[src/hw/rtl/mhpq_pkg.sv]
// Shared constants, types and helpers of the multi-heap priority queue.
`default_nettype none
package mhpq_pkg;

	localparam int NUM_HEAPS   = 16;
	localparam int HEAP_DEPTH  = 1024;
	localparam int MAX_ITEMS   = 1048576;
	localparam int STORE_SIZE  = NUM_HEAPS * HEAP_DEPTH;
	localparam int CAP_SINGLE  = (STORE_SIZE < MAX_ITEMS) ? STORE_SIZE : MAX_ITEMS;
	localparam int CAP_STATION = (HEAP_DEPTH < MAX_ITEMS) ? HEAP_DEPTH : MAX_ITEMS;

	localparam int ADDR_W  = $clog2(STORE_SIZE);
	localparam int HEAP_W  = (NUM_HEAPS > 1) ? $clog2(NUM_HEAPS) : 1;
	localparam int CNT_W   = $clog2(CAP_SINGLE + 1);
	localparam int UB_W    = 5;
	localparam int KEY_W   = 32;
	localparam int IDX_W   = 20;
	localparam int SEL_W   = 4;
	localparam int ENTRY_W = KEY_W + IDX_W;
	localparam int REG_W   = 1;

	// Register indexes
	localparam logic [REG_W-1:0] REG_MODE  = 1'b0;
	localparam logic [REG_W-1:0] REG_BOUND = 1'b1;

	// Outcome codes
	localparam logic [1:0] OUT_DONE   = 2'd0;
	localparam logic [1:0] OUT_EMPTY  = 2'd1;
	localparam logic [1:0] OUT_FULL   = 2'd2;
	localparam logic [1:0] OUT_REJECT = 2'd3;

	typedef enum logic [1:0] {
		OP_INSERT,
		OP_REMOVE,
		OP_REJECT
	} op_t;

	typedef struct packed {
		op_t                     op;
		logic [HEAP_W-1:0]       heap;
		logic [ENTRY_W-1:0]      entry;
	} req_t;

	typedef struct packed {
		logic            per_station;
		logic [UB_W-1:0] ub;
	} cfg_t;

	typedef struct packed {
		logic               we;
		logic [ADDR_W-1:0]  waddr;
		logic [ENTRY_W-1:0] wdata;
		logic [ADDR_W-1:0]  raddr;
	} mem_req_t;

	typedef enum logic [3:0] {
		B_IDLE,
		B_INS_UP,
		B_INS_CMP,
		B_NORM,
		B_SCAN,
		B_DEL_ROOT,
		B_DEL_LAST,
		B_DEL_LOAD,
		B_DEL_CHK,
		B_DEL_RL,
		B_DEL_RR
	} back_state_t;

	// Signed key order of two stored entries: a strictly larger than b
	function automatic logic key_gt(input logic [ENTRY_W-1:0] a, input logic [ENTRY_W-1:0] b);
		return $signed(a[ENTRY_W-1:IDX_W]) > $signed(b[ENTRY_W-1:IDX_W]);
	endfunction

endpackage
`default_nettype wire

[src/hw/rtl/mhpq_front.sv]
// Front end: takes input requests, classifies them and queues them for the back end.
`default_nettype none
module mhpq_front (
	input  wire logic                   clk,
	input  wire logic                   arst_n,
	input  wire logic                   s_tvalid,
	output logic                        s_tready,
	input  wire logic [55:0]            s_tdata,
	input  wire logic [0:0]             s_tuser,
	input  wire mhpq_pkg::cfg_t         cfg,
	output logic                        q_valid,
	output mhpq_pkg::req_t              q_req,
	input  wire logic                   q_pop
);

	localparam logic FUNC_REMOVE = 1'b1;

	mhpq_pkg::req_t                 fifo_q [2];
	logic                           wr_q;
	logic                           rd_q;
	logic [1:0]                     cnt_q;
	logic                           push;
	logic [mhpq_pkg::SEL_W-1:0]     sel;
	logic                           reject;
	mhpq_pkg::req_t                 cls;

	assign s_tready = (cnt_q != 2'd2);
	assign push     = s_tvalid && s_tready;
	assign q_valid  = (cnt_q != 2'd0);
	assign q_req    = fifo_q[rd_q];

	// classify the request
	assign sel    = s_tdata[55:52];
	assign reject = (mhpq_pkg::UB_W'(sel) > cfg.ub) ||
	                (mhpq_pkg::UB_W'(sel) >= mhpq_pkg::UB_W'(mhpq_pkg::NUM_HEAPS));

	// stored entry: key in the upper bits, item index in the lower bits
	always_comb begin
		cls.entry = {s_tdata[31:0], s_tdata[51:32]};
		cls.heap  = '0;
		if (s_tuser[0] == FUNC_REMOVE) begin
			cls.op = mhpq_pkg::OP_REMOVE;
		end else if (cfg.per_station && reject) begin
			cls.op = mhpq_pkg::OP_REJECT;
		end else begin
			cls.op = mhpq_pkg::OP_INSERT;
			if (cfg.per_station) begin
				cls.heap = mhpq_pkg::HEAP_W'(sel);
			end
		end
	end

	// two-entry request queue, control
	always_ff @(posedge clk or negedge arst_n) begin
		if (!arst_n) begin
			wr_q  <= 1'b0;
			rd_q  <= 1'b0;
			cnt_q <= 2'd0;
		end else begin
			if (push) wr_q <= ~wr_q;
			if (q_pop) rd_q <= ~rd_q;
			case ({push, q_pop})
				2'b10:   cnt_q <= cnt_q + 2'd1;
				2'b01:   cnt_q <= cnt_q - 2'd1;
				default: cnt_q <= cnt_q;
			endcase
		end
	end

	// queue payload
	always_ff @(posedge clk) begin
		if (push) begin
			fifo_q[wr_q] <= cls;
		end
	end

endmodule
`default_nettype wire

[config.mk]
export PLATFORM = sky130hd
export DESIGN_NAME = mhpq_front
export DESIGN_NICKNAME = d
export VERILOG_FILES = /design/src/hw/rtl/mhpq_pkg.sv /design/src/hw/rtl/mhpq_front.sv
export SDC_FILE = /design/constraint.sdc
export NUM_CORES = 1
export LEC_CHECK = 0
export ABC_AREA = 0
export BUFFER_PORTS_ARGS = -buffer_cell sky130_fd_sc_hd__buf_4
export CAP_MARGIN = 5
export CORE_ASPECT_RATIO = 1.2
export CORE_MARGIN = 2
export CORE_UTILIZATION = 40
export DETAILED_ROUTE_END_ITERATION = 8
export PLACE_DENSITY = 0.62
export REMOVE_ABC_BUFFERS = 1
export SKIP_LAST_GASP = 1
export SYNTH_ARGS = -nofsm -noshare
export SYNTH_HDL_FRONTEND = slang
export SYNTH_SLANG_ARGS = --single-unit
[constraint.sdc]
create_clock -name clk -period 3.95 [get_ports clk]
set_input_delay 0.5925 -clock clk [delete_from_list [all_inputs] [get_ports clk]]
set_output_delay 0.5925 -clock clk [all_outputs]
set_load 0.05 [all_outputs]
==> metrics.txt, run 1 <==
CTS tree done; max-cap violations 0; CTS Buffer Depth 2; antenna-violating nets left 0; clock root cell clkbuf_16; Slew HR 46.6%; drt pass-1 iters 4; layout cells sized above 1 58.4%; Crit-path slowest cell dfrtp_2; post-synthesis cell type count 27; total gr overflow 0; # fillers 924; starting density of the core 40.5%; # port buffers 126; crit-path cells buf_12 > mux2_2 > buf_4; total die area 12400 sq um; Final Max Tran Viols 0; f_max 369 MHz; final setup vio count 0; Worst Path Required 3.36 ns; min cycle time layout 2.71 ns; Cells after Synth 227; first-pass GRT wire length 12500 um; Ports 127; vias 2471; wire length per cell 15.5 um; final count of hold timing violations 0; diode count 0; placed cell count 506; DRC 0; Startpoint Class flip-flop; list of most frequent post-synthesis cells edfxtp_1 (116), mux2_2 (48), mux2_4 (10), ha_1 (5); slack of the critical path 1.24 ns; Worst Path Arrival 2.12 ns; core footprint 11400 sq um; critical path class flip-flop to output port; Synth Register Bits 120; Final TNS setup 0 ns; CTS Sinks 120; syn avg cell area 20.4 sq um; HP Class primary input to flip-flop; ys async rst share 3.33%; Clock transition at path regs 0.06 ns; vias per cell 4.58; synth-to-layout area growth 37.6%; Core Rows 43; Max VDD drop 0.587 mV; routed wire length 8350 um; Place WS 1.63 ns; post-synth top area share 75.4%; Die Ht 122 um; routability cong. 0.748; initial antenna violation count 0; ranking of synthesized cells by area edfxtp_1 (75%), mux2_2 (12%), mux2_4 (3.2%), dfrtp_1 (2.2%), ha_1 (1.4%); area of the multi-input gates 968 sq um; GRT Util Overall 14.0%; sequential fraction of the synthesis area 77.6%; fin cells 539; CTS H-Tree Depth 4; CP peak stage delay 0.80 ns; period utilisation layout 68.6%; yosys warns 0; Die W 102 um; vias in the first global route 2603; Mapped Area 4620 sq um; LEAKAGE 2.44 nW; RSZ-0062 raised after global routing false; sequential standard cell area 3580 sq um; clock insertion delay at the later pin of the skew report 0.40 ns; post-DP HPWL 5630 um; pwr/cell area 879 nW/um^2; Layout Utilization 55.7%; Num CTS Buffers 17; largest net degree at the start of global routing 36; ys flop type edfxtp_1; status completed; Crit Path Max Fanout 33; Final Skew 0.00549 ns; DRT iter0 DRCs 90; Worst setup EP type output port; fin nets 441; cell with the most instances after synthesis edfxtp_1; post-CTS sizing 0; slew at the pin closest to its max-slew limit 0.800 ns; Synth area leader edfxtp_1; EDFF count, synth 116
## sequential cells by signal, indices dropped and copies added, names as in the netlist
signal,count
rd_q,1
cnt_q,2
fifo_q,116
wr_q,1
## worst max-delay path, delay by kind of cell, from the launching register on
family                 cells  cell delay [ns]
multiplexers               1             0.38
buffers and inverters      2             0.50
flip-flops                 1             0.80
## layout by cell type (no fill, tap or decap), drive strengths merged
| cell type | n |
|---|---|
| buf | 130 |
| dlygate4sd3 | 1 |
| xor2 | 2 |
| nand2b | 2 |
| or2 | 1 |
| clkinv | 7 |
| nor2b | 2 |
| o21a | 1 |
| nor2 | 2 |
| and3 | 1 |
| a21oi | 1 |
| nor3 | 1 |
| dfrtp | 4 |
| nand2 | 1 |
| a21o | 1 |
| o211a | 1 |
| clkinvlp | 5 |
| bufinv | 2 |
| o21ai | 4 |
| and4 | 1 |
| edfxtp | 116 |
| nand3 | 4 |
| o211ai | 4 |
| inv | 5 |
| clkbuf | 17 |
| mux2 | 58 |
| ha | 5 |
| xnor2 | 3 |
## cell families (layout without fill, tap and decap cells)
logic type	count (synthesis)	count (layout)	share of synthesized area, %
flops	120	120	77.6
mux	58	58	14.9
simple gates	15	15	1.79
compound gates	12	12	1.73
buf+inv	12	167	1.68
fa+ha+maj	5	5	1.35
xor+xnor	5	5	0.948
## final cells by class
cell class	instances	share of cell area [%]
sequential	120	56.4
timing repair buffer	131	15.9
multi-input combinational	95	15.2
clock buffer	17	6.69
tap	157	3.09
clock inverter	15	2.44
inverter	4	0.236
## layer usage
layer	vias to the layer above	share of wire [%]	GRT usage (%)
li1	1179	-	-
met1	1206	40	14.9
met2	76	54	24.5
met3	10	4.7	5.11
met4	0	1.3	6.50
met5	-	0	0
## final timing paths
kind	startpoint	endpoint	slack (ns)	cells after the start
worst min register to register	cnt_q[1]	cnt_q[1]	0.50	1
max in group asynchronous	arst_n	rd_q	3.31	2
min in group asynchronous	arst_n	cnt_q[1]	0.52	2
worst max register to register	cnt_q[0]	fifo_q[0][50]	1.93	4
worst min-delay path	s_tdata[39]	fifo_q[0][7]	0.37	1
worst max-delay path	rd_q	q_req[9]	1.24	3
## timing repair
action,CTS,global route
hold endpoints to repair,4,0
hold buffers,1,0
buffers inserted,0,0
## metrics by stage
stage	total power [mW]	hold slack [ns]	cell area, sq um
floorplan	3.50	0.297	4560
global placement	4.16	0.395	5770
detailed placement	4.18	0.396	5770
CTS	5.66	0.352	6360
global route	5.82	0.350	6360
finish	5.58	0.372	6360
## report_power, final
part / internal [mW] / switching (mW) / leakage, nW
logic: 0.777 / 1.47 / 1.05
registers: 1.74 / 0.129 / 1.13
clock network: 0.926 / 0.539 / 0.269
Power figures use the tool's default switching activity.
==> run 2: changes to the inputs <==
PLACE_DENSITY = 0.64   (was 0.62)
clock period = 2.3 ns   (was 3.95 ns; I/O delays follow)
==> metrics.txt, run 2 (synthesized netlist as in run 1, its figures left out) <==
Die Ht 122 um; pwr/cell area 1490 nW/um^2; LEAKAGE 2.43 nW; slack of the critical path 0.247 ns; Worst setup EP type output port; Top Registers fifo_q x116, cnt_q x2; Die W 102 um; Top Family by Delay on Critical Path buffers and inverters; Max VDD drop 0.714 mV; wire length per cell 15.1 um; Clock transition at path regs 0.05 ns; part of the power in combinational logic 42.1%; Biggest register fifo_q; most frequent cells in the layout buf_4 (126), edfxtp_1 (116), mux2_2 (48); synth-to-layout area growth 36.3%; f_max 487 MHz; routability cong. 0.684; Crit Path Max Fanout 59; Final Max Tran Viols 0; vias per cell 4.67; CTS tree done; GRT Util Overall 13.7%; Crit-path slowest cell mux2_2; min cycle time layout 2.05 ns; Critical Path End q_req[49]; clock root cell clkbuf_16; starting density of the core 40.5%; final setup vio count 0; FF-to-FF End fifo_q[0][28]; Worst Hold Depth 1; worst reg2reg path depth 4; Num CTS Buffers 17; CTS Buffer Depth 2; CTS Sinks 120; Layout Utilization 55.2%; Internal 5.78 mW; # fillers 944; slew at the pin closest to its max-slew limit 0.495 ns; Slew HR 67.0%; fin nets 440; sequential fraction of design power 33.4%; clock insertion delay at the later pin of the skew report 0.41 ns; Reg2Reg Setup Slack 0.74 ns; max reg flops 116; max-cap violations 0; sequential standard cell area 3580 sq um; CTS H-Tree Depth 4; worst path bufs/invs 2; period utilisation layout 89.3%; sw power 3.58 mW; Ports 127; critical path class flip-flop to output port; Worst Path Arrival 1.71 ns; final count of hold timing violations 0; CP peak stage delay 0.40 ns; Place WS 0.651 ns; total gr overflow 0; core footprint 11400 sq um; DRT iter0 DRCs 83; # port buffers 126; initial antenna violation count 0; vias 2503; clock share of power 24.5%; DRC 0; drt pass-1 iters 4; antenna-violating nets left 0; total die area 12400 sq um; routed wire length 8100 um; status completed; HP Class primary input to flip-flop; Startpoint Class flip-flop; largest net degree at the start of global routing 60; Worst setup startpoint rd_q; RSZ-0062 raised after global routing false; Final Skew 0.00937 ns; diode count 0; post-DP HPWL 5050 um; layout cells sized above 1 57.3%; Critical Path Stages 3; area of the multi-input gates 968 sq um; first-pass GRT wire length 12400 um; vias in the first global route 2599; Core Rows 43; crit-path cells buf_12 > mux2_2 > buf_4; most common cell after layout, fill and taps aside buf_4; switching share of power 38.2%; Power Total 9.36 mW; Worst Path Required 1.96 ns; FF-to-FF Start cnt_q[0]
-- run 2: power by group through the flow --
stage	logic (mW)	clock network (mW)	registers, mW
4_1_cts	4.02	2.36	3.13
3_3_place_gp	4.00	0	3.14
5_1_grt	4.16	2.44	3.17
3_5_place_dp	4.00	0	3.17
2_1_floorplan	2.71	0	3.31
6_report	3.95	2.29	3.13
-- run 2: routing by layer --
layer  share of wire [%]  GRT usage, %  wire, um  vias up
li1                    -             -         -     1172
met1                  38          14.5      3110     1230
met2                  53          23.3      4320       89
met3                 6.6          5.62       535       12
met4                 1.7          6.75       136        0
met5                   0             0         0        -
-- run 2: final cells by class --
class                      instances  area share [%]
timing repair buffer             130            16.1
multi-input combinational         95            15.4
sequential                       120            56.9
clock inverter                    13            1.43
clock buffer                      17            6.76
inverter                           4           0.238
tap                              157            3.12
-- run 2: worst min path at each step --
stage | start | to
after floorplan | arst_n | cnt_q[0]
after global placement | arst_n | cnt_q[1]
after detailed placement | arst_n | cnt_q[1]
after CTS | s_tdata[23] | fifo_q[0][43]
after global routing | s_tdata[9] | fifo_q[0][29]
final | s_tdata[35] | fifo_q[0][3]
-- run 2: through the flow --
step | setup TNS (ns) | cell area, sq um | cells | hold WS, ns
after floorplan | -137.71 | 4560 | 219 | 0.0494
after global placement | 0 | 5770 | 505 | 0.142
after detailed placement | 0 | 5770 | 505 | 0.144
after CTS | 0 | 6300 | 536 | 0.109
after global routing | 0 | 6300 | 536 | 0.105
final | 0 | 6300 | 536 | 0.123
-- run 2: worst register-to-register path: cells and delay by family, from the launching register on --
| kind | cells | cell delay [ns] |
|---|---|---|
| buffers and inverters | 1 | 0.29 |
| AND/OR/NAND/NOR | 3 | 0.45 |
| flip-flops | 1 | 0.41 |
-- run 2: repair_timing --
action | in CTS | in global routing
endpoints found under the hold margin | 4 | 0
buffers inserted | 0 | 0
gates resized for setup | 0 | 0
hold buffers | 1 | 0
