$ cat src/hw/rtl/mhpq_pkg.sv
// Shared constants, types and helpers of the multi-heap priority queue.
`default_nettype none
package mhpq_pkg;

	localparam int NUM_HEAPS   = 16;
	localparam int HEAP_DEPTH  = 1024;
	localparam int MAX_ITEMS   = 1048576;
	localparam int STORE_SIZE  = NUM_HEAPS * HEAP_DEPTH;
	localparam int CAP_SINGLE  = (STORE_SIZE < MAX_ITEMS) ? STORE_SIZE : MAX_ITEMS;
	localparam int CAP_STATION = (HEAP_DEPTH < MAX_ITEMS) ? HEAP_DEPTH : MAX_ITEMS;

	localparam int ADDR_W  = $clog2(STORE_SIZE);
	localparam int HEAP_W  = (NUM_HEAPS > 1) ? $clog2(NUM_HEAPS) : 1;
	localparam int CNT_W   = $clog2(CAP_SINGLE + 1);
	localparam int UB_W    = 5;
	localparam int KEY_W   = 32;
	localparam int IDX_W   = 20;
	localparam int SEL_W   = 4;
	localparam int ENTRY_W = KEY_W + IDX_W;
	localparam int REG_W   = 1;

	// Register indexes
	localparam logic [REG_W-1:0] REG_MODE  = 1'b0;
	localparam logic [REG_W-1:0] REG_BOUND = 1'b1;

	// Outcome codes
	localparam logic [1:0] OUT_DONE   = 2'd0;
	localparam logic [1:0] OUT_EMPTY  = 2'd1;
	localparam logic [1:0] OUT_FULL   = 2'd2;
	localparam logic [1:0] OUT_REJECT = 2'd3;

	typedef enum logic [1:0] {
		OP_INSERT,
		OP_REMOVE,
		OP_REJECT
	} op_t;

	typedef struct packed {
		op_t                     op;
		logic [HEAP_W-1:0]       heap;
		logic [ENTRY_W-1:0]      entry;
	} req_t;

	typedef struct packed {
		logic            per_station;
		logic [UB_W-1:0] ub;
	} cfg_t;

	typedef struct packed {
		logic               we;
		logic [ADDR_W-1:0]  waddr;
		logic [ENTRY_W-1:0] wdata;
		logic [ADDR_W-1:0]  raddr;
	} mem_req_t;

	typedef enum logic [3:0] {
		B_IDLE,
		B_INS_UP,
		B_INS_CMP,
		B_NORM,
		B_SCAN,
		B_DEL_ROOT,
		B_DEL_LAST,
		B_DEL_LOAD,
		B_DEL_CHK,
		B_DEL_RL,
		B_DEL_RR
	} back_state_t;

	// Signed key order of two stored entries: a strictly larger than b
	function automatic logic key_gt(input logic [ENTRY_W-1:0] a, input logic [ENTRY_W-1:0] b);
		return $signed(a[ENTRY_W-1:IDX_W]) > $signed(b[ENTRY_W-1:IDX_W]);
	endfunction

endpackage
`default_nettype wire

$ cat src/hw/rtl/mhpq_back.sv
// Back end: configuration, heap counts, sift sequencer and result register.
`default_nettype none
module mhpq_back (
	input  wire logic                              clk,
	input  wire logic                              arst_n,
	input  wire logic                              cfg_we,
	input  wire logic [mhpq_pkg::REG_W-1:0]        cfg_index,
	input  wire logic [mhpq_pkg::UB_W-1:0]         cfg_wdata,
	output mhpq_pkg::cfg_t                         cfg,
	input  wire logic                              q_valid,
	input  wire mhpq_pkg::req_t                    q_req,
	output logic                                   q_pop,
	output mhpq_pkg::mem_req_t                     mem,
	input  wire logic [mhpq_pkg::ENTRY_W-1:0]      mem_rdata,
	output logic                                   m_tvalid,
	input  wire logic                              m_tready,
	output logic [mhpq_pkg::IDX_W-1:0]             out_index,
	output logic                                   out_valid,
	output logic [1:0]                             out_outcome
);

	localparam int CW = mhpq_pkg::CNT_W;
	localparam int UW = mhpq_pkg::UB_W;
	localparam int HW = mhpq_pkg::HEAP_W;

	mhpq_pkg::back_state_t          state_q, state_nx;
	logic                           mode_q;
	logic [UW-1:0]                  bound_q;
	logic [UW-1:0]                  ub;
	logic                           mode_chg;
	logic [CW-1:0]                  cnt_q [mhpq_pkg::NUM_HEAPS];
	logic [HW-1:0]                  ptr_q;
	logic [HW-1:0]                  h_q;
	logic [CW-1:0]                  pos_q;
	logic [CW-1:0]                  n_q;
	logic [UW-1:0]                  m_q;
	logic [UW-1:0]                  i_q;
	logic [mhpq_pkg::ENTRY_W-1:0]   ent_q;
	logic [mhpq_pkg::ENTRY_W-1:0]   lch_q;
	logic [mhpq_pkg::IDX_W-1:0]     res_idx_q;
	logic                           m_tvalid_q;
	logic [mhpq_pkg::IDX_W-1:0]     out_index_q;
	logic                           out_valid_q;
	logic [1:0]                     out_outcome_q;

	logic [HW-1:0]                  rd_h;
	logic [CW-1:0]                  cnt_rd;
	logic                           cnt_we;
	logic [CW-1:0]                  cnt_wd;
	logic [CW-1:0]                  cap;
	logic                           full;
	logic                           out_free;
	logic [HW-1:0]                  h_next;
	logic                           scan_last;
	logic [CW-1:0]                  c2;
	logic                           has_r;
	logic                           pick_r;
	logic [mhpq_pkg::ENTRY_W-1:0]   child;
	logic [CW-1:0]                  cpos;
	logic                           ins_gt;
	logic                           down_gt;
	logic                           fin;
	logic                           fin_valid;
	logic [1:0]                     fin_outcome;

	function automatic logic [mhpq_pkg::ADDR_W-1:0] addr_of(input logic per,
		input logic [HW-1:0] h, input logic [CW-1:0] p);
		logic [mhpq_pkg::ADDR_W-1:0] off;
		off = mhpq_pkg::ADDR_W'(p - 1'b1);
		return per ? mhpq_pkg::ADDR_W'(h) * mhpq_pkg::ADDR_W'(mhpq_pkg::HEAP_DEPTH) + off : off;
	endfunction

	// configuration registers
	assign mode_chg = cfg_we && (cfg_index == mhpq_pkg::REG_MODE) && (cfg_wdata[0] != mode_q);

	always_ff @(posedge clk or negedge arst_n) begin
		if (!arst_n) begin
			mode_q  <= 1'b0;
			bound_q <= UW'(16);
		end else if (cfg_we) begin
			unique case (cfg_index)
				mhpq_pkg::REG_MODE:  mode_q  <= cfg_wdata[0];
				mhpq_pkg::REG_BOUND: bound_q <= cfg_wdata;
				default: ;
			endcase
		end
	end

	// bound clamped to 1..NUM_HEAPS
	always_comb begin
		if (bound_q == '0) begin
			ub = UW'(1);
		end else if (bound_q > UW'(mhpq_pkg::NUM_HEAPS)) begin
			ub = UW'(mhpq_pkg::NUM_HEAPS);
		end else begin
			ub = bound_q;
		end
	end

	assign cfg.per_station = mode_q;
	assign cfg.ub          = ub;

	// shared datapath terms
	assign out_free  = !m_tvalid_q || m_tready;
	assign q_pop     = (state_q == mhpq_pkg::B_IDLE) && q_valid && out_free;
	assign rd_h      = (state_q == mhpq_pkg::B_IDLE) ? q_req.heap : h_q;
	assign cnt_rd    = cnt_q[rd_h];
	assign cap       = mode_q ? CW'(mhpq_pkg::CAP_STATION) : CW'(mhpq_pkg::CAP_SINGLE);
	assign full      = (cnt_rd >= cap);
	assign h_next    = (UW'(h_q) + UW'(1) == ub) ? '0 : h_q + 1'b1;
	assign scan_last = (i_q == ub - UW'(1));
	assign c2        = {pos_q[CW-2:0], 1'b0};
	assign has_r     = (c2 < n_q);
	assign pick_r    = mhpq_pkg::key_gt(lch_q, mem_rdata);
	assign ins_gt    = mhpq_pkg::key_gt(mem_rdata, ent_q);

	always_comb begin
		if (state_q == mhpq_pkg::B_DEL_RR && pick_r) begin
			child = mem_rdata;
			cpos  = c2 + 1'b1;
		end else if (state_q == mhpq_pkg::B_DEL_RR) begin
			child = lch_q;
			cpos  = c2;
		end else begin
			child = mem_rdata;
			cpos  = c2;
		end
	end
	assign down_gt = mhpq_pkg::key_gt(ent_q, child);

	// next state
	always_comb begin
		state_nx = state_q;
		unique case (state_q)
			mhpq_pkg::B_IDLE: begin
				if (q_pop) begin
					case (q_req.op)
						mhpq_pkg::OP_INSERT: if (!full) state_nx = mhpq_pkg::B_INS_UP;
						mhpq_pkg::OP_REMOVE: begin
							if (mode_q) state_nx = mhpq_pkg::B_NORM;
							else if (cnt_rd != '0) state_nx = mhpq_pkg::B_DEL_ROOT;
						end
						default: ;
					endcase
				end
			end
			mhpq_pkg::B_INS_UP:
				state_nx = (pos_q > CW'(1)) ? mhpq_pkg::B_INS_CMP : mhpq_pkg::B_IDLE;
			mhpq_pkg::B_INS_CMP:
				state_nx = ins_gt ? mhpq_pkg::B_INS_UP : mhpq_pkg::B_IDLE;
			mhpq_pkg::B_NORM:
				if (m_q < ub) state_nx = mhpq_pkg::B_SCAN;
			mhpq_pkg::B_SCAN: begin
				if (cnt_rd != '0) state_nx = mhpq_pkg::B_DEL_ROOT;
				else if (scan_last) state_nx = mhpq_pkg::B_IDLE;
			end
			mhpq_pkg::B_DEL_ROOT: state_nx = mhpq_pkg::B_DEL_LAST;
			mhpq_pkg::B_DEL_LAST: state_nx = mhpq_pkg::B_DEL_LOAD;
			mhpq_pkg::B_DEL_LOAD: state_nx = mhpq_pkg::B_DEL_CHK;
			mhpq_pkg::B_DEL_CHK: begin
				if (n_q == '0) state_nx = mhpq_pkg::B_IDLE;
				else if (pos_q <= (n_q >> 1)) state_nx = mhpq_pkg::B_DEL_RL;
				else state_nx = mhpq_pkg::B_IDLE;
			end
			mhpq_pkg::B_DEL_RL: begin
				if (has_r) state_nx = mhpq_pkg::B_DEL_RR;
				else state_nx = down_gt ? mhpq_pkg::B_DEL_CHK : mhpq_pkg::B_IDLE;
			end
			mhpq_pkg::B_DEL_RR:
				state_nx = down_gt ? mhpq_pkg::B_DEL_CHK : mhpq_pkg::B_IDLE;
			default: state_nx = mhpq_pkg::B_IDLE;
		endcase
	end

	// outputs: memory requests, count updates, completion
	always_comb begin
		mem.we      = 1'b0;
		mem.waddr   = addr_of(mode_q, h_q, pos_q);
		mem.wdata   = ent_q;
		mem.raddr   = addr_of(mode_q, h_q, pos_q);
		cnt_we      = 1'b0;
		cnt_wd      = cnt_rd;
		fin         = 1'b0;
		fin_valid   = 1'b0;
		fin_outcome = mhpq_pkg::OUT_DONE;
		unique case (state_q)
			mhpq_pkg::B_IDLE: begin
				if (q_pop) begin
					case (q_req.op)
						mhpq_pkg::OP_INSERT: begin
							if (full) begin
								fin         = 1'b1;
								fin_outcome = mhpq_pkg::OUT_FULL;
							end else begin
								cnt_we = 1'b1;
								cnt_wd = cnt_rd + 1'b1;
							end
						end
						mhpq_pkg::OP_REMOVE: begin
							if (!mode_q && cnt_rd == '0) begin
								fin         = 1'b1;
								fin_outcome = mhpq_pkg::OUT_EMPTY;
							end
						end
						default: begin
							fin         = 1'b1;
							fin_outcome = mhpq_pkg::OUT_REJECT;
						end
					endcase
				end
			end
			mhpq_pkg::B_INS_UP: begin
				if (pos_q > CW'(1)) begin
					mem.raddr = addr_of(mode_q, h_q, pos_q >> 1);
				end else begin
					mem.we = 1'b1;
					fin    = 1'b1;
				end
			end
			mhpq_pkg::B_INS_CMP: begin
				mem.we = 1'b1;
				if (ins_gt) begin
					mem.wdata = mem_rdata;
				end else begin
					fin = 1'b1;
				end
			end
			mhpq_pkg::B_NORM: ;
			mhpq_pkg::B_SCAN: begin
				if (cnt_rd == '0 && scan_last) begin
					fin         = 1'b1;
					fin_outcome = mhpq_pkg::OUT_EMPTY;
				end
			end
			mhpq_pkg::B_DEL_ROOT: begin
				mem.raddr = addr_of(mode_q, h_q, CW'(1));
				cnt_we    = 1'b1;
				cnt_wd    = cnt_rd - 1'b1;
			end
			mhpq_pkg::B_DEL_LAST: mem.raddr = addr_of(mode_q, h_q, n_q + 1'b1);
			mhpq_pkg::B_DEL_LOAD: ;
			mhpq_pkg::B_DEL_CHK: begin
				if (n_q == '0) begin
					fin       = 1'b1;
					fin_valid = 1'b1;
				end else if (pos_q <= (n_q >> 1)) begin
					mem.raddr = addr_of(mode_q, h_q, c2);
				end else begin
					mem.we    = 1'b1;
					fin       = 1'b1;
					fin_valid = 1'b1;
				end
			end
			mhpq_pkg::B_DEL_RL, mhpq_pkg::B_DEL_RR: begin
				if (state_q == mhpq_pkg::B_DEL_RL && has_r) begin
					mem.raddr = addr_of(mode_q, h_q, c2 + 1'b1);
				end else begin
					mem.we = 1'b1;
					if (down_gt) begin
						mem.wdata = child;
					end else begin
						fin       = 1'b1;
						fin_valid = 1'b1;
					end
				end
			end
			default: ;
		endcase
	end

	// control state
	always_ff @(posedge clk or negedge arst_n) begin
		if (!arst_n) begin
			state_q    <= mhpq_pkg::B_IDLE;
			ptr_q      <= '0;
			m_tvalid_q <= 1'b0;
			for (int k = 0; k < mhpq_pkg::NUM_HEAPS; k++) cnt_q[k] <= '0;
		end else begin
			state_q <= state_nx;
			if (fin) m_tvalid_q <= 1'b1;
			else if (m_tready) m_tvalid_q <= 1'b0;
			if (mode_chg) begin
				ptr_q <= '0;
				for (int k = 0; k < mhpq_pkg::NUM_HEAPS; k++) cnt_q[k] <= '0;
			end else begin
				if (cnt_we) cnt_q[rd_h] <= cnt_wd;
				if (state_q == mhpq_pkg::B_SCAN) begin
					if (cnt_rd != '0) ptr_q <= h_q;
					else if (scan_last) ptr_q <= h_next;
				end
			end
		end
	end

	// datapath registers
	always_ff @(posedge clk) begin
		case (state_q)
			mhpq_pkg::B_IDLE: begin
				h_q   <= q_req.heap;
				ent_q <= q_req.entry;
				pos_q <= cnt_rd + 1'b1;
				m_q   <= UW'(ptr_q) + UW'(1);
			end
			mhpq_pkg::B_INS_CMP: if (ins_gt) pos_q <= pos_q >> 1;
			mhpq_pkg::B_NORM: begin
				if (m_q >= ub) begin
					m_q <= m_q - ub;
				end else begin
					h_q <= HW'(m_q);
					i_q <= '0;
				end
			end
			mhpq_pkg::B_SCAN: begin
				if (cnt_rd == '0) begin
					h_q <= h_next;
					i_q <= i_q + 1'b1;
				end
			end
			mhpq_pkg::B_DEL_ROOT: n_q <= cnt_rd - 1'b1;
			mhpq_pkg::B_DEL_LAST: res_idx_q <= mem_rdata[mhpq_pkg::IDX_W-1:0];
			mhpq_pkg::B_DEL_LOAD: begin
				ent_q <= mem_rdata;
				pos_q <= CW'(1);
			end
			mhpq_pkg::B_DEL_RL: begin
				lch_q <= mem_rdata;
				if (!has_r && down_gt) pos_q <= cpos;
			end
			mhpq_pkg::B_DEL_RR: if (down_gt) pos_q <= cpos;
			default: ;
		endcase
		if (fin) begin
			out_index_q   <= fin_valid ? res_idx_q : '0;
			out_valid_q   <= fin_valid;
			out_outcome_q <= fin_outcome;
		end
	end

	assign m_tvalid    = m_tvalid_q;
	assign out_index   = out_index_q;
	assign out_valid   = out_valid_q;
	assign out_outcome = out_outcome_q;

endmodule
`default_nettype wire

$ cat config.mk
export PLATFORM = sky130hd
export DESIGN_NAME = mhpq_back
export DESIGN_NICKNAME = d
export VERILOG_FILES = /design/src/hw/rtl/mhpq_pkg.sv /design/src/hw/rtl/mhpq_back.sv
export SDC_FILE = /design/constraint.sdc
export NUM_CORES = 1
export LEC_CHECK = 0
export BUFFER_PORTS_ARGS = -buffer_cell sky130_fd_sc_hd__buf_2
export CORE_AREA = 2 2 188 237
export DETAILED_ROUTE_END_ITERATION = 6
export DIE_AREA = 0 0 190 239
export MAX_ROUTING_LAYER = met4
export PLACE_DENSITY_LB_ADDON = 0.12
export SETUP_SLACK_MARGIN = 0.05
export SLEW_MARGIN = 20
export SYNTH_ARGS = -nofsm -noshare
export SYNTH_HDL_FRONTEND = slang
export SYNTH_SLANG_ARGS = --single-unit
$ cat constraint.sdc
create_clock -name clk -period 10.8 [get_ports clk]
set_input_delay 2.16 -clock clk [delete_from_list [all_inputs] [get_ports clk]]
set_output_delay 2.16 -clock clk [all_outputs]
set_load 0.03 [all_outputs]
==> flow_metrics.py <==
metrics = {
    "power": {
        "seqPwrFrac": 0.323,
        "peakVddDrop_mv": 0.208,
        "power_switching_mw": 3.04,
        "power.leakage_nw": 13.3,
        "swShare": 0.428,
        "p_total_mw": 7.09,
        "power_per_cell_area_nw_per_um2": 242,
        "clockPowerShare": 0.220,
        "p_comb_frac": 0.457,
        "internal_power_mw": 4.05,
    },
    "clock_tree": {
        "cts_setup_buffers": 0,
        "clk_pin_slew_ns": 0.06,
        "clk_path_buf_depth": 3,
        "cts-buffers-inserted": 45,
        "cts_tree": "yes",
        "root_buffer": "clkbuf_16",
        "cts_sinks": 446,
        "clock_latency_ns": 0.61,
        "cts_max_level": 2,
    },
    "synth": {
        "synth_nets": 2653,
        "ys_seq_area_frac": 0.465,
        "synth_area_per_cell_um2": 10.9,
        "mappedNetlistArea_um2": 26000,
        "synth_edf_count": 191,
        "synth.distinct_cells": 74,
        "synth_seq_cells": 446,
        "yosysWarningCount": 0,
        "syn_inst": 2383,
        "ys_async_sr_fraction": 0.572,
        "synth_ff_type": "dfrtp_1",
    },
    "cells_and_area": {
        "syn_to_final_growth_pct": 12.4,
        "layout_common_cells": "dfrtp_1, buf_2, edfxtp_1",
        "drive_above_1_share": 0.165,
        "num-nets-final": 2842,
        "fillers": 3421,
        "final_common_cell": "dfrtp_1",
        "fin_cells": 3185,
    },
    "timing": {
        "clock_skew_ns": 0.0293,
        "finalSetupViolations": 0,
        "period_share": 0.937,
        "fmax_ghz": 0.0989,
        "slew_viol_final": 0,
        "hold_slack_ns": 0.487,
        "tightestPinTransition_ns": 1.17,
        "hold_violations": 0,
        "tns_ns": 0,
        "grt_setup_unrepaired": "false",
        "layout_setup_ws_ns": 0.684,
        "relSlewSlack": 0.218,
        "fin_crit_ns": 10.12,
    },
    "placed_design": {
        "dp_cells": 3096,
        "dp_hpwl_um": 56800,
        "post-place-ws_ns": 0.552,
        "portBuffers": 232,
        "gp_congestion": 0.951,
    },
    "critical_path": {
        "cp.required_ns": 8.64,
        "cpPeakStageDelay_ns": 0.55,
        "path_delay_family": "compound AO/OA/AOI/OAI gates",
        "cp_slowest_cell": "or4_1",
        "path_common_cell": "a21o_1",
        "path_class": "in -> out",
        "cp-end-kind": "output pin",
        "arrival_ns": 7.96,
        "cp_num_buf_inv": 4,
        "worstSetupStartpointType": "primary input",
        "crit_fanout": 52,
    },
    "die": {
        "die_area_um2": 45400,
        "core_um2": 43400,
        "boundaryPins": 233,
        "die_x_um": 190,
        "start_util": 0.601,
        "rows": 86,
        "chipHeight_um": 239,
    },
    "grt": {
        "globalRouteMet1Util": 0.415,
        "grt_max_degree": 123,
        "overflow": 0,
        "grt_use_total": 0.353,
        "use_met3": 0.0435,
        "use_met2": 0.600,
        "antenna_found_initial": 2,
        "grt-busiest-layer": "met2",
        "grt_pass1_vias": 21200,
        "grt_pass1_wl_um": 121000,
    },
    "drt": {
        "dr_total_vias": 21100,
        "wl_per_cell_um": 24.6,
        "dr.first_iter.drc_count": 1581,
        "wirelength_um": 78500,
        "drc": 0,
        "vias_per_cell": 6.63,
        "firstDrtPassIters": 6,
        "drtAntennaViolNets": 0,
    },
    "flow_run": {
        "drv_cap": 0,
    },
    "run_status": {
        "status": "finished, final reports clean",
    },
    "hold_path": {
        "hold_class": "reg -> reg",
    },
}
==> stage by stage <==
step | util | cell area [um2]
after floorplan | - | 26000
after global placement | 0.640 | 27800
after detailed placement | 0.640 | 27800
after CTS | 0.674 | 29200
after global routing | 0.675 | 29300
final | 0.675 | 29300
==> layout make-up <==
type / instances / area, um2 / area share
Clock inverter: 15 / 138 / 0.00470
Multi-Input combinational cell: 1674 / 13000 / 0.443
Sequential cell: 446 / 12100 / 0.414
Tap cell: 572 / 716 / 0.0245
Timing Repair Buffer: 278 / 1540 / 0.0528
Inverter: 127 / 477 / 0.0163
Antenna cell: 5 / 12.5 / 0.000428
Clock buffer: 68 / 1300 / 0.0445
==> power groups by stage <==
stage,registers (mW),logic [mW],clock network (mW)
4_1_cts,2.29,3.21,1.57
5_1_grt,2.31,3.49,1.63
3_3_place_gp,2.31,3.15,0
3_5_place_dp,2.32,3.20,0
2_1_floorplan,2.27,2.30,0
6_report,2.29,3.24,1.56
==> per-layer routing <==
layer	vias up	share of wire
met2	896	0.50
li1	9482	-
met4	0	0.050
met3	229	0.062
met1	10500	0.38
met5	-	0
==> flip-flops by register name, summed over array words and instances, names as in the netlist, 5 cells and up <==
name	count
ent_q	52
bound_q	5
res_idx_q	20
n_q	15
m_q	5
i_q	5
out_index	20
pos_q	15
cnt_q	240
lch_q	52
==> synth_stat cells, drive strengths merged, types with 7 or more instances <==
master   number  area share
o21a         15      0.0043
nand4        30      0.0072
nand3        30      0.0058
nor2b        17      0.0041
edfxtp      191        0.22
nand2       143       0.021
nor3         70       0.013
nand2b       21      0.0050
a22oi        21      0.0061
o2111ai       7      0.0024
inv         127       0.018
ha          143       0.069
dfrtp       254        0.24
o221ai       10      0.0034
a21oi        85       0.017
mux2i       157       0.060
or3           7      0.0017
o2bb2ai     112       0.038
and2         56       0.013
nor2        100       0.014
nor4         30       0.014
xnor2        62       0.021
o211ai       11      0.0032
o22ai        61       0.015
a221o        56       0.022
o21ai        98       0.019
a211oi        7      0.0022
clkbuf       84       0.012
buf          52       0.011
a22o        130       0.044
xor2         27      0.0091
mux2         31       0.013
a21o         47       0.014
==> final timing paths <==
| kind | from | to | slack (ns) | depth (start not counted) |
|---|---|---|---|---|
| max reg2reg | state_q[0]$_DFFE_PN0P_ | cnt_q[129]$_DFFE_PN0P_ | 3.24 | 14 |
| max in group asynchronous | arst_n | cnt_q[184]$_DFFE_PN0P_ | 7.96 | 2 |
| min reg2reg | cnt_q[42]$_DFFE_PN0P_ | cnt_q[42]$_DFFE_PN0P_ | 0.49 | 1 |
| min | cnt_q[42]$_DFFE_PN0P_ | cnt_q[42]$_DFFE_PN0P_ | 0.49 | 1 |
| min in group asynchronous | arst_n | cnt_q[185]$_DFFE_PN0P_ | 1.55 | 1 |
| max | mem_rdata[51] | mem[65] | 0.68 | 25 |
==> cell families after synthesis <==
family	share of synthesized area
compound gates	0.205
flops	0.465
fa+ha+maj	0.0733
xor+xnor	0.0305
mux	0.0772
buf+inv	0.0410
simple gates	0.108
==> worst reg2reg max path, delay by kind of cell, from the launching register on <==
kind	cells	cell delay, ns
buffers and inverters	2	0.59
DFF	1	0.65
AOI/OAI and AO/OA	4	1.86
and+or+nand+nor	6	3.70
adders and majority gates	1	0.39
muxes	1	0.33
==> repair_timing <==
| item | 4_1_cts | 5_1_grt |
|---|---|---|
| resized for setup | 0 | 2 |
| endpoints found under the setup margin | 0 | 52 |
| hold buffers | 0 | 0 |
| hold endpoints to repair | 0 | 0 |
No activity file was read; power rests on OpenSTA's default activity.
